**config.mk**
```make
export PLATFORM = sky130hd
export DESIGN_NAME = tvd_ctrl
export DESIGN_NICKNAME = d
export VERILOG_FILES = /design/src/sv/tvd_pkg.sv /design/src/sv/tvd_ctrl.sv
export SDC_FILE = /design/constraint.sdc
export NUM_CORES = 1
export LEC_CHECK = 0
export ABC_AREA = 1
export BUFFER_PORTS_ARGS = -buffer_cell sky130_fd_sc_hd__buf_2
export CELL_PAD_IN_SITES_DETAIL_PLACEMENT = 1
export CELL_PAD_IN_SITES_GLOBAL_PLACEMENT = 1
export CORE_AREA = 2 2 39 41
export CTS_CLUSTER_DIAMETER = 80
export DETAILED_ROUTE_END_ITERATION = 7
export DIE_AREA = 0 0 41 43
export PLACE_DENSITY_LB_ADDON = 0.1
export SLEW_MARGIN = 25
export SYNTH_ARGS = -nofsm -noshare
export SYNTH_HDL_FRONTEND = slang
export SYNTH_SLANG_ARGS = --single-unit
```
**constraint.sdc**
```tcl
create_clock -name i_clk -period 1.1 [get_ports i_clk]
set_clock_uncertainty 0.2 [all_clocks]
set_input_delay 0.055 -clock i_clk [delete_from_list [all_inputs] [get_ports i_clk]]
set_output_delay 0.055 -clock i_clk [all_outputs]
set_load 0.005 [all_outputs]
```
**src/sv/tvd_pkg.sv**
```systemverilog
// ----------------------------------------------------------------------------
// tvd_pkg
// Shared constants, types and compare functions for the vertex dedup block.
// ----------------------------------------------------------------------------
package tvd_pkg;

    localparam int MAX_POINTS = 1024;
    localparam int COORD_W    = 32;
    localparam int IDX_W      = $clog2(MAX_POINTS);
    localparam int CNT_W      = $clog2(MAX_POINTS + 1);
    localparam int TRI_W      = 16;
    localparam logic [TRI_W-1:0] TRI_MAX = {TRI_W{1'b1}};
    localparam logic [COORD_W-2:0] EXP_ALL_ONES = 31'h7F80_0000;

    typedef struct packed {
        logic [COORD_W-1:0] x;
        logic [COORD_W-1:0] y;
        logic [COORD_W-1:0] z;
    } t_point;

    typedef struct packed {
        logic load;
        logic scan;
        logic resolve;
        logic append;
        logic finish;
    } t_cmd;

    typedef struct packed {
        logic scan_end;
        logic append_end;
    } t_status;

    // IEEE single equality: +0 == -0, NaN equals nothing
    function automatic logic coord_eq(input logic [COORD_W-1:0] u,
                                      input logic [COORD_W-1:0] v);
        logic [COORD_W-2:0] mu;
        logic [COORD_W-2:0] mv;
        mu = u[COORD_W-2:0];
        mv = v[COORD_W-2:0];
        if ((mu > EXP_ALL_ONES) || (mv > EXP_ALL_ONES)) begin
            return 1'b0;
        end
        if ((mu == '0) && (mv == '0)) begin
            return 1'b1;
        end
        return u == v;
    endfunction

    function automatic logic point_eq(input t_point p, input t_point q);
        return coord_eq(p.x, q.x) && coord_eq(p.y, q.y) && coord_eq(p.z, q.z);
    endfunction

endpackage

```
**src/sv/tvd_ctrl.sv**
```systemverilog
// ----------------------------------------------------------------------------
// tvd_ctrl
// Sequencer: load, scan the point store, resolve indices, append, report.
// ----------------------------------------------------------------------------
module tvd_ctrl (
    input  logic              i_clk,
    input  logic              i_rst_n,
    input  logic              start,
    input  tvd_pkg::t_status  i_status,
    output tvd_pkg::t_cmd     o_cmd,
    output logic              busy
);

    localparam logic [2:0] S_IDLE    = 3'd0;
    localparam logic [2:0] S_SCAN    = 3'd1;
    localparam logic [2:0] S_RESOLVE = 3'd2;
    localparam logic [2:0] S_APPEND  = 3'd3;
    localparam logic [2:0] S_DONE    = 3'd4;

    logic [2:0] r_state;
    logic [2:0] n_state;

    always_comb begin
        n_state = r_state;
        o_cmd   = '0;
        unique case (r_state)
            S_IDLE: begin
                if (start) begin
                    o_cmd.load = 1'b1;
                    n_state    = S_SCAN;
                end
            end
            S_SCAN: begin
                o_cmd.scan = 1'b1;
                if (i_status.scan_end) begin
                    n_state = S_RESOLVE;
                end
            end
            S_RESOLVE: begin
                o_cmd.resolve = 1'b1;
                n_state       = S_APPEND;
            end
            S_APPEND: begin
                o_cmd.append = 1'b1;
                if (i_status.append_end) begin
                    n_state = S_DONE;
                end
            end
            S_DONE: begin
                o_cmd.finish = 1'b1;
                n_state      = S_IDLE;
            end
            default: begin
                n_state = S_IDLE;
            end
        endcase
    end

    always_ff @(posedge i_clk) begin
        if (!i_rst_n) begin
            r_state <= S_IDLE;
        end else begin
            r_state <= n_state;
        end
    end

    assign busy = (r_state != S_IDLE);

endmodule

```
==> results.md, run 1 <==
| Item | This run | Unit |
|---|---|---|
| Register area share after synthesis | 27.12 | % |
| Static leakage | 0.2659 | nW |
| Worst Hold Slack | 69.58 | ps |
| Overall track demand over capacity in global routing | 11.02 | % |
| Largest stage delay on the critical path | 350 | ps |
| Outcome | finished, violations left | - |
| Number of register bits inferred by synthesis | 3 | - |
| Syn-to-layout area delta | 121.5 | % |
| Failing checks | setup timing | - |
| Post-route fraction of the period consumed by the critical path | 120.1 | % |
| Start-to-end type of the worst setup path | reg2out | - |
| P per Cell Area | 1810 | nW/um^2 |
| Largest register by flop count | r_state | - |
| Placed wire-length estimate | 546.6 | um |
| Worst vdd ir | 0.0005928 | V |
| Synth top cells by count | inv_1, nand2_1, nor2_1 | - |
| Detailed-routing iteration count for the pre-antenna-repair pass | 1 | - |
| Data required time of the worst path | 840 | ps |
| CP max FO | 3 | - |
| Diode insertion count for antenna repair | 0 | - |
| Area of the core | 1384 | um^2 |
| CTS tree | yes | - |
| Port Buf Inserts | 10 | - |
| Layout Nets | 66 | - |
| Final min period | 1321 | ps |
| Avg Vias per Cell | 4.039 | - |
| Share of flip-flops with an asynchronous set or reset | 0 | % |
| Max-cap violations | 0 | - |
| Worst-path cell chain | nor2_4, buf_6, nand2_4, nor2_2, buf_2 | - |
| Transition at the pin with the smallest max-transition slack | 212.6 | ps |
| Post-synthesis instance area | 221.5 | um^2 |
| Maximum clock frequency | 0.7569 | GHz |
| Cell area reported after detailed placement | 335.3 | um^2 |
| Overall die height | 43 | um |
| Ratio of cells with drive above 1 in the final layout | 76.67 | % |
| Global-route congestion overflow total | 0 | - |
| Starting density of the core | 16.00 | % |
| Fillers | 180 | - |
| Number of flops mapped to enable cells by yosys | 0 | - |
| RSZ-0062 raised after global routing | true | - |
| Number of buffers created by CTS | 3 | - |
| Final setup viols | 9 | - |
| End-of-flow core utilization | 35.44 | % |
| Data arrival time of the critical path | 1070 | ps |
| Number of clock sinks | 3 | - |
| Wire length per cell after detailed routing | 9.671 | um |
| Last weighted congestion value of the routability-driven placer | 0.6179 | - |
| Worst slew slack as a fraction of its limit | 85.72 | % |
| CP Capture Type | output pin | - |
| Cells taking the most area after synthesis | dfxtp_1, nand3_2, inv_1, nand2_1, nor2_1 | - |
| Synthesized instance count | 33 | - |
| Footprint of the flip-flops and latches | 71.32 | um^2 |
| Number of antenna violations at the first check in global routing | 0 | - |
| Net count after synthesis | 38 | - |
| Max-slew violation count | 0 | - |
| Largest net degree at the start of global routing | 5 | - |
| Number of cells traversed by the worst register-to-register path | 7 | - |
| Post-detailed-routing wire length | 735 | um |
| Total power draw | 0.8880 | mW |
| Total number of vias | 307 | - |
| Clk Latency, worst-skew pair | 240 | ps |
| Starting DRC count in detailed routing | 0 | - |
| Horizontal extent of the die | 41 | um |
| Synthesized area per cell | 6.711 | um^2 |
| Cell depth of the worst hold path | 5 | - |
| Post-Layout Inst Area | 490.5 | um^2 |
| Count of unique library cells instantiated by Yosys | 16 | - |
| Final worst-path setup slack | -221.1 | ps |
| Total number of H-tree levels | 1 | - |
| Final-report hold violation count | 0 | - |
| Area used by multi-input combinational logic | 157.7 | um^2 |
| Clock edge transition at the registers on the reported setup and hold paths | 40 | ps |
| Cell family with the largest share of critical-path delay | flip-flops | - |
| Kind of start point of the critical path | register | - |
| Boundary pin count | 11 | - |
| Cell at the root of the clock tree | clkbuf_4 | - |
| Cell count along the critical path | 5 | - |
| Primary FF master, synth | dfxtp_1 | - |
| Dominant cell type by area after synthesis | dfxtp_1 | - |
| Min-delay worst type | in2reg | - |
| Cell at the slowest stage of the critical path | dfxtp_4 | - |
| Die area | 1763 | um^2 |
| Largest register FFs | 3 | - |
| Warnings from Yosys | 0 | - |
| Pre-CTS worst setup slack | -128.3 | ps |
| Number of global-route vias before repair | 302 | - |
| Detail Route Antenna Nets | 0 | - |
| Residual DRC count | 0 | - |
| Clk buf depth | 2 | - |
| Top flop regs | r_state x3 | - |
| Synth top area share | 27.12 | % |
| Number of buffer and inverter stages on the critical path | 2 | - |
| Global-route wire length before repair | 1228 | um |
| # rows | 14 | - |
[worst reg2reg max path: stages (launching register included)]
cell	delay, ps
dfxtp_4	350
nor2_4	150
buf_4	130
nand3_2	100
nand2_2	90
inv_1	50
o211ai_2	60
inv_2	30
[timing repair]
| action | 4_1_cts | 5_1_grt |
|---|---|---|
| resized for setup | 10 | 11 |
| cloned | 0 | 0 |
| endpoints found under the hold margin | 3 | 0 |
| buffers inserted | 4 | 2 |
| pin swaps | 4 | 5 |
| endpoints found under the setup margin | 9 | 9 |
| hold buffers | 2 | 0 |
[placed cells by master, fill, tap and decap left out, drive strengths merged]
| master | count |
|---|---|
| buf | 21 |
| clkbuf | 4 |
| clkinvlp | 2 |
| dfxtp | 3 |
| dlygate4sd3 | 2 |
| inv | 7 |
| nand2 | 7 |
| nand3 | 3 |
| nand4 | 1 |
| nor2 | 6 |
| nor3 | 2 |
| o211ai | 1 |
| o21ai | 1 |
[power breakdown]
group | switching (mW) | internal, mW
clock network | 0.0621 | 0.136
logic | 0.222 | 0.280
registers | 0.0419 | 0.145
[through the flow]
stage | cells | TNS, ps
3_3_place_gp | 64 | -306.3
5_1_grt | 76 | -2107
4_1_cts | 74 | -1515
6_report | 76 | -1508
2_1_floorplan | 33 | -5.985
3_5_place_dp | 64 | -456.5
[area by class of cell]
cell class / instances / share of cell area, %
multi-input cells: 21 / 32.14
repair buffers: 23 / 35.46
inverters: 9 / 8.418
well taps: 16 / 4.082
clock buffers: 4 / 5.357
flip-flops and latches: 3 / 14.54
[routing by layer]
layer	vias to the layer above	global-route usage, %	routed length (um)
li1	157	-	-
met1	139	12.14	294
met2	9	15.94	387
met3	2	1.571	43
met4	0	12.00	10
met5	-	0	0
[logic make-up after synthesis]
family          Yosys count  share of synthesized area (%)
buf+inv                   9                          17.52
compound gates            2                          7.907
flops                     3                          27.12
simple gates             19                          47.46
[worst paths after layout]
path                     end  slack (ps)       start
setup reg to reg  r_state[1]        -170  r_state[2]
setup / recovery    o_cmd[4]        -220  r_state[2]
hold reg to reg   r_state[2]         470  r_state[1]
hold / removal    r_state[0]          70       start
Power figures use the tool's default switching activity.
==> inputs of run 2 (changes only) <==
Settings changed: REMOVE_ABC_BUFFERS from default to 1.
==> results.md, run 2 (synthesis results as in run 1) <==
| Item | This run | Unit | Change |
|---|---|---|---|
| Cell area reported after detailed placement | 336.6 | um^2 | was 335.3 um^2 |
| Number of buffer and inverter stages on the critical path | 2 | - | unchanged |
| Final-report hold violation count | 0 | - | unchanged |
| Most frequent cells in the layout | buf_2, buf_4, inv_2, buf_6 | - | was buf_2, buf_4, buf_6 |
| Placed wire-length estimate | 573.5 | um | was 546.6 um |
| Global-route wire length before repair | 1255 | um | was 1228 um |
| Number of global-route vias before repair | 320 | - | was 302 |
| Min-delay worst type | in2reg | - | unchanged |
| Total power draw | 0.9019 | mW | was 0.8880 mW |
| Port Buf Inserts | 10 | - | unchanged |
| Total number of vias | 299 | - | was 307 |
| Largest register FFs | 3 | - | unchanged |
| Wire length per cell after detailed routing | 10.92 | um | was 9.671 um |
| Clk buf depth | 2 | - | unchanged |
| Post-Layout Inst Area | 488.0 | um^2 | was 490.5 um^2 |
| Cell at the root of the clock tree | clkbuf_4 | - | unchanged |
| Cell family with the largest share of critical-path delay | flip-flops | - | unchanged |
| Syn-to-layout area delta | 120.3 | % | was 121.5% |
| Kind of start point of the critical path | register | - | unchanged |
| Layout Nets | 65 | - | was 66 |
| Detail Route Antenna Nets | 0 | - | unchanged |
| Outcome | finished, violations left | - | unchanged |
| Largest stage delay on the critical path | 350 | ps | about the same |
| Number of antenna violations at the first check in global routing | 0 | - | unchanged |
| Data required time of the worst path | 840 | ps | about the same |
| Final min period | 1352 | ps | was 1321 ps |
| Residual DRC count | 0 | - | unchanged |
| Static leakage | 0.2564 | nW | was 0.2659 nW |
| Cell at the slowest stage of the critical path | dfxtp_4 | - | unchanged |
| Final setup viols | 9 | - | unchanged |
| Total number of H-tree levels | 1 | - | unchanged |
| Last weighted congestion value of the routability-driven placer | 0.6078 | - | was 0.6179 |
| Most frequent standard cell in the layout excluding fill and tap cells | buf_2 | - | unchanged |
| Ratio of cells with drive above 1 in the final layout | 79.66 | % | was 76.67% |
| Starting density of the core | 16.00 | % | unchanged |
| Avg Vias per Cell | 3.987 | - | was 4.039 |
| Detailed-routing iteration count for the pre-antenna-repair pass | 2 | - | was 1 |
| Overall track demand over capacity in global routing | 10.92 | % | was 11.02% |
| Worst slew slack as a fraction of its limit | 85.63 | % | was 85.72% |
| Data arrival time of the critical path | 1100 | ps | was 1070 ps |
| Start-to-end type of the worst setup path | reg2out | - | unchanged |
| Number of buffers created by CTS | 3 | - | unchanged |
| Clk Latency, worst-skew pair | 230 | ps | was 240 ps |
| P per Cell Area | 1848 | nW/um^2 | was 1810 nW/um^2 |
| RSZ-0062 raised after global routing | true | - | unchanged |
| Global-route congestion overflow total | 0 | - | unchanged |
| Number of clock sinks | 3 | - | unchanged |
| Transition at the pin with the smallest max-transition slack | 214.9 | ps | was 212.6 ps |
| Overall die height | 43 | um | unchanged |
| Worst Hold Slack | 87.46 | ps | was 69.58 ps |
| CP Capture Type | output pin | - | unchanged |
| Max-slew violation count | 0 | - | unchanged |
| Accumulated negative setup slack | -1594 | ps | was -1508 ps |
| Clock edge transition at the registers on the reported setup and hold paths | 40 | ps | about the same |
| Max-cap violations | 0 | - | unchanged |
| # rows | 14 | - | unchanged |
| Failing checks | setup timing | - | unchanged |
| Final worst-path setup slack | -251.5 | ps | was -221.1 ps |
| Worst-path cell chain | nor2_4, buf_6, nand2_4, nor2_2, buf_2 | - | unchanged |
| Largest register by flop count | r_state | - | unchanged |
| Starting DRC count in detailed routing | 2 | - | was 0 |
| Fillers | 182 | - | was 180 |
| Area of the core | 1384 | um^2 | unchanged |
| Post-detailed-routing wire length | 819 | um | was 735 um |
| Worst vdd ir | 0.0006464 | V | was 0.0005928 V |
| Diode insertion count for antenna repair | 0 | - | unchanged |
| Largest net degree at the start of global routing | 5 | - | unchanged |
| Post-route fraction of the period consumed by the critical path | 122.9 | % | was 120.1% |
| Boundary pin count | 11 | - | unchanged |
| Maximum clock frequency | 0.7399 | GHz | was 0.7569 GHz |
| Horizontal extent of the die | 41 | um | unchanged |
| CTS tree | yes | - | unchanged |
| Die area | 1763 | um^2 | unchanged |
| Top flop regs | r_state x3 | - | unchanged |
| CP max FO | 4 | - | was 3 |
[run 2: cell count changes in the layout (fill, tap and decap cells not counted), sizes merged]
cell  previous run  this run
buf             21        20
[run 2: layout make-up]
class / count / area, um^2 / area share, %
Clock buffer: 4 / 26.28 / 5.385
Inverter: 9 / 38.79 / 7.949
Multi-Input combinational cell: 21 / 173.9 / 35.64
Sequential cell: 3 / 68.82 / 14.10
Tap cell: 16 / 20.02 / 4.103
Timing Repair Buffer: 22 / 160.2 / 32.82
[run 2: metrics by stage]
step | setup slack, ps | std cells | utilization (%)
after detailed placement | -127.4 | 65 | 24.32
after global routing | -315.3 | 75 | 35.26
after floorplan | -33.22 | 33 | -
after global placement | -110.1 | 65 | 24.32
final | -251.5 | 75 | 35.26
after CTS | -221.6 | 73 | 31.37
[run 2: path summary, 6_finish.rpt]
kind	cells after the start	start	to	slack, ps
worst max-delay path	5	r_state[0]	o_cmd[4]	-250
worst min register to register	4	r_state[1]	r_state[2]	460
worst min-delay path	5	start	r_state[0]	90
worst max register to register	8	r_state[0]	r_state[1]	-200
[run 2: worst reg2reg max path, cell delays in order, from the launching register on]
cell and delay (ps):
dfxtp_4 350, nor2_4 130, buf_4 120, buf_6 90
nand3_4 80, nand2_4 80, inv_2 40, o211ai_2 60
inv_2 40
[run 2: routing by layer]
| layer | global-route usage (%) | share of wire [%] |
|---|---|---|
| met2 | 20.31 | 65 |
| met1 | 9.265 | 32 |
| met4 | 8.000 | 0 |
| met5 | 0 | 0 |
| met3 | 1.571 | 3.5 |
[run 2: power breakdown]
group / total, mW / switching, mW / internal [mW]
logic: 0.536 / 0.247 / 0.289
clock network: 0.186 / 0.0508 / 0.136
registers: 0.180 / 0.0359 / 0.144
[run 2: what timing repair did]
item / CTS / global route
endpoints found under the setup margin: 9 / 9
gates resized for setup: 12 / 11
pin swaps: 6 / 6
buffers inserted: 2 / 2
hold buffers: 2 / 0
hold endpoints to repair: 3 / 0
==> inputs of run 3 (changes only) <==
Settings changed: PLACE_DENSITY from default to 0.52, PLACE_DENSITY_LB_ADDON 0.1 to default.
Clock period 1.1 ns to 1.3 ns, I/O delays scaled along.
==> results.md, run 3 (synthesis results as in run 1) <==
| Item | This run | Unit | Change |
|---|---|---|---|
| Kind of start point of the critical path | register | - | unchanged |
| # rows | 14 | - | unchanged |
| Data required time of the worst path | 1030 | ps | was 840 ps |
| Failing checks | hold timing | - | was setup timing |
| Area of the core | 1384 | um^2 | unchanged |
| Overall die height | 43 | um | unchanged |
| Horizontal extent of the die | 41 | um | unchanged |
| Number of global-route vias before repair | 246 | - | was 320 |
| CTS tree | yes | - | unchanged |
| Max-cap violations | 0 | - | unchanged |
| Maximum clock frequency | 0.8063 | GHz |  |
| Cell family with the largest share of critical-path delay | flip-flops | - | unchanged |
| Data arrival time of the critical path | 980 | ps | was 1100 ps |
| Number of buffers created by CTS | 3 | - | unchanged |
| Detailed-routing iteration count for the pre-antenna-repair pass | 2 | - | unchanged |
| Accumulated negative setup slack | 0 | ps | was -1594 ps |
| Outcome | finished, violations left | - | unchanged |
| Largest register by flop count | r_state | - | unchanged |
| Total power draw | 0.5596 | mW | was 0.9019 mW |
| Number of clock sinks | 3 | - | unchanged |
| Cell area reported after detailed placement | 299.0 | um^2 | was 336.6 um^2 |
| Final setup viols | 0 | - | was 9 |
| Largest register FFs | 3 | - | unchanged |
| Cell at the slowest stage of the critical path | dfxtp_4 | - | unchanged |
| Cell at the root of the clock tree | clkbuf_4 | - | unchanged |
| Largest net degree at the start of global routing | 6 | - | was 5 |
| Final min period | 1240 | ps |  |
| Number of cells traversed by the worst register-to-register path | 4 | - | was 8 |
| Largest stage delay on the critical path | 350 | ps | about the same |
| Boundary pin count | 11 | - | unchanged |
| Worst-path cell chain | nor2_4, nand2_2, nor2_1, buf_2 | - | was nor2_4, buf_6, nand2_4, nor2_2, buf_2 |
| Global-route congestion overflow total | 0 | - | unchanged |
| Clk Latency, worst-skew pair | 230 | ps | about the same |
| Detail Route Antenna Nets | 0 | - | unchanged |
| Total number of vias | 267 | - | was 299 |
| Placed wire-length estimate | 463.8 | um | was 573.5 um |
| P per Cell Area | 1569 | nW/um^2 | was 1848 nW/um^2 |
| Capturing point of the worst reg2reg path | r_state[1] | - | unchanged |
| Beginning of the worst register-to-register path | r_state[2] | - | was r_state[0] |
| Total number of H-tree levels | 1 | - | unchanged |
| Residual DRC count | 0 | - | unchanged |
| Global-route wire length before repair | 966 | um | was 1255 um |
| Post-detailed-routing wire length | 556 | um | was 819 um |
| Port Buf Inserts | 10 | - | unchanged |
| Post-route fraction of the period consumed by the critical path | 95.41 | % |  |
| Layout Nets | 56 | - | was 65 |
| Worst Hold End | r_state[2] | - | was r_state[0] |
| Ratio of cells with drive above 1 in the final layout | 62.00 | % | was 79.66% |
| Number of antenna violations at the first check in global routing | 0 | - | unchanged |
| Overall track demand over capacity in global routing | 8.517 | % | was 10.92% |
| Most frequent standard cell in the layout excluding fill and tap cells | buf_2 | - | unchanged |
| Clk buf depth | 2 | - | unchanged |
| Avg Vias per Cell | 4.045 | - | was 3.987 |
| Last weighted congestion value of the routability-driven placer | 0.7237 | - | was 0.6078 |
| Wire length per cell after detailed routing | 8.424 | um | was 10.92 um |
| Static leakage | 0.1982 | nW | was 0.2564 nW |
| Clock edge transition at the registers on the reported setup and hold paths | 40 | ps | about the same |
| Final-report hold violation count | 1 | - | was 0 |
| Top flop regs | r_state x3 | - | unchanged |
| Cell depth of the worst hold path | 5 | - | unchanged |
| Diode insertion count for antenna repair | 0 | - | unchanged |
| Worst Hold Slack | -0.8539 | ps | was 87.46 ps |
| Die area | 1763 | um^2 | unchanged |
| Worst vdd ir | 0.0005452 | V | was 0.0006464 V |
| Source of the worst hold timing path | i_status[0] | - | was start |
| Syn-to-layout area delta | 61.02 | % | was 120.3% |
| Start-to-end type of the worst setup path | reg2out | - | unchanged |
| Post-Layout Inst Area | 356.6 | um^2 | was 488.0 um^2 |
| Worst slew slack as a fraction of its limit | 83.35 | % | was 85.63% |
| Max-slew violation count | 0 | - | unchanged |
| CP Capture Type | output pin | - | unchanged |
| RSZ-0062 raised after global routing | true | - | unchanged |
| Starting DRC count in detailed routing | 2 | - | unchanged |
| CP max FO | 4 | - | unchanged |
| Setup slack, reg-to-reg | 120 | ps | was -200 ps |
| Transition at the pin with the smallest max-transition slack | 247.8 | ps | was 214.9 ps |
| Most frequent cells in the layout | buf_2, nand2_1, inv_1, nor2_1 | - | was buf_2, buf_4, inv_2, buf_6 |
| Starting density of the core | 16.00 | % | unchanged |
| Number of buffer and inverter stages on the critical path | 1 | - | was 2 |
| Min-delay worst type | in2reg | - | unchanged |
==> run 3: cell types whose count changed in the layout (fill, tap and decap cells not counted), sizes merged <==
cell | before | now
dlygate4sd3 | 2 | 1
buf | 20 | 12
==> run 3: worst max-delay path by stage <==
stage	from	to	slack, ps	depth (start not counted)
floorplan	r_state[0]	r_state[1]	170	6
global placement	r_state[0]	r_state[1]	30	6
detailed placement	r_state[0]	r_state[1]	50	6
CTS	r_state[2]	o_cmd[0]	20	3
global route	r_state[2]	o_cmd[4]	-20	4
finish	r_state[2]	o_cmd[4]	60	4
==> run 3: layout make-up <==
class / instances / area (um^2)
well taps: 16 / 20.02
flip-flops and latches: 3 / 66.31
repair buffers: 13 / 75.07
inverters: 9 / 38.79
clock buffers: 4 / 26.28
fillers: 185 / 1027
multi-input cells: 21 / 130.1
==> run 3: metrics by stage <==
step	setup slack (ps)	util [%]	std cells
4_1_cts	23.06	24.68	65
2_1_floorplan	166.8	-	33
6_report	59.73	25.77	66
5_1_grt	-16.04	25.77	66
3_3_place_gp	25.21	21.61	60
3_5_place_dp	51.68	21.61	60
==> run 3: metal layers <==
layer	wire length (um)	GRT usage (%)	vias to the layer above	part of all wire, %
met1	231	9.585	123	42
met3	52	7.853	0	9.4
met2	273	11.56	10	49
met4	0	2.000	0	0
li1	-	-	134	-
met5	0	0	-	0
==> run 3: worst min-delay path, cell delays in order <==
cell and delay (ps):
buf_2 100, inv_1 60, nand2_2 50, nand3_2 70, nor2_1 40
==> run 3: power breakdown <==
part | leakage, nW | total, mW | switching, mW | internal, mW
clock network | 0.0150 | 0.165 | 0.0497 | 0.115
registers | 0.0261 | 0.152 | 0.0327 | 0.119
logic | 0.157 | 0.243 | 0.130 | 0.113
total | 0.198 | 0.560 | 0.212 | 0.348
==> run 3: what timing repair did <==
action,4_1_cts,5_1_grt
gates resized for setup,2,5
setup endpoints to repair,2,7
buffers inserted,0,1
pin swaps,0,1
hold buffers,1,0
endpoints found under the hold margin,3,0
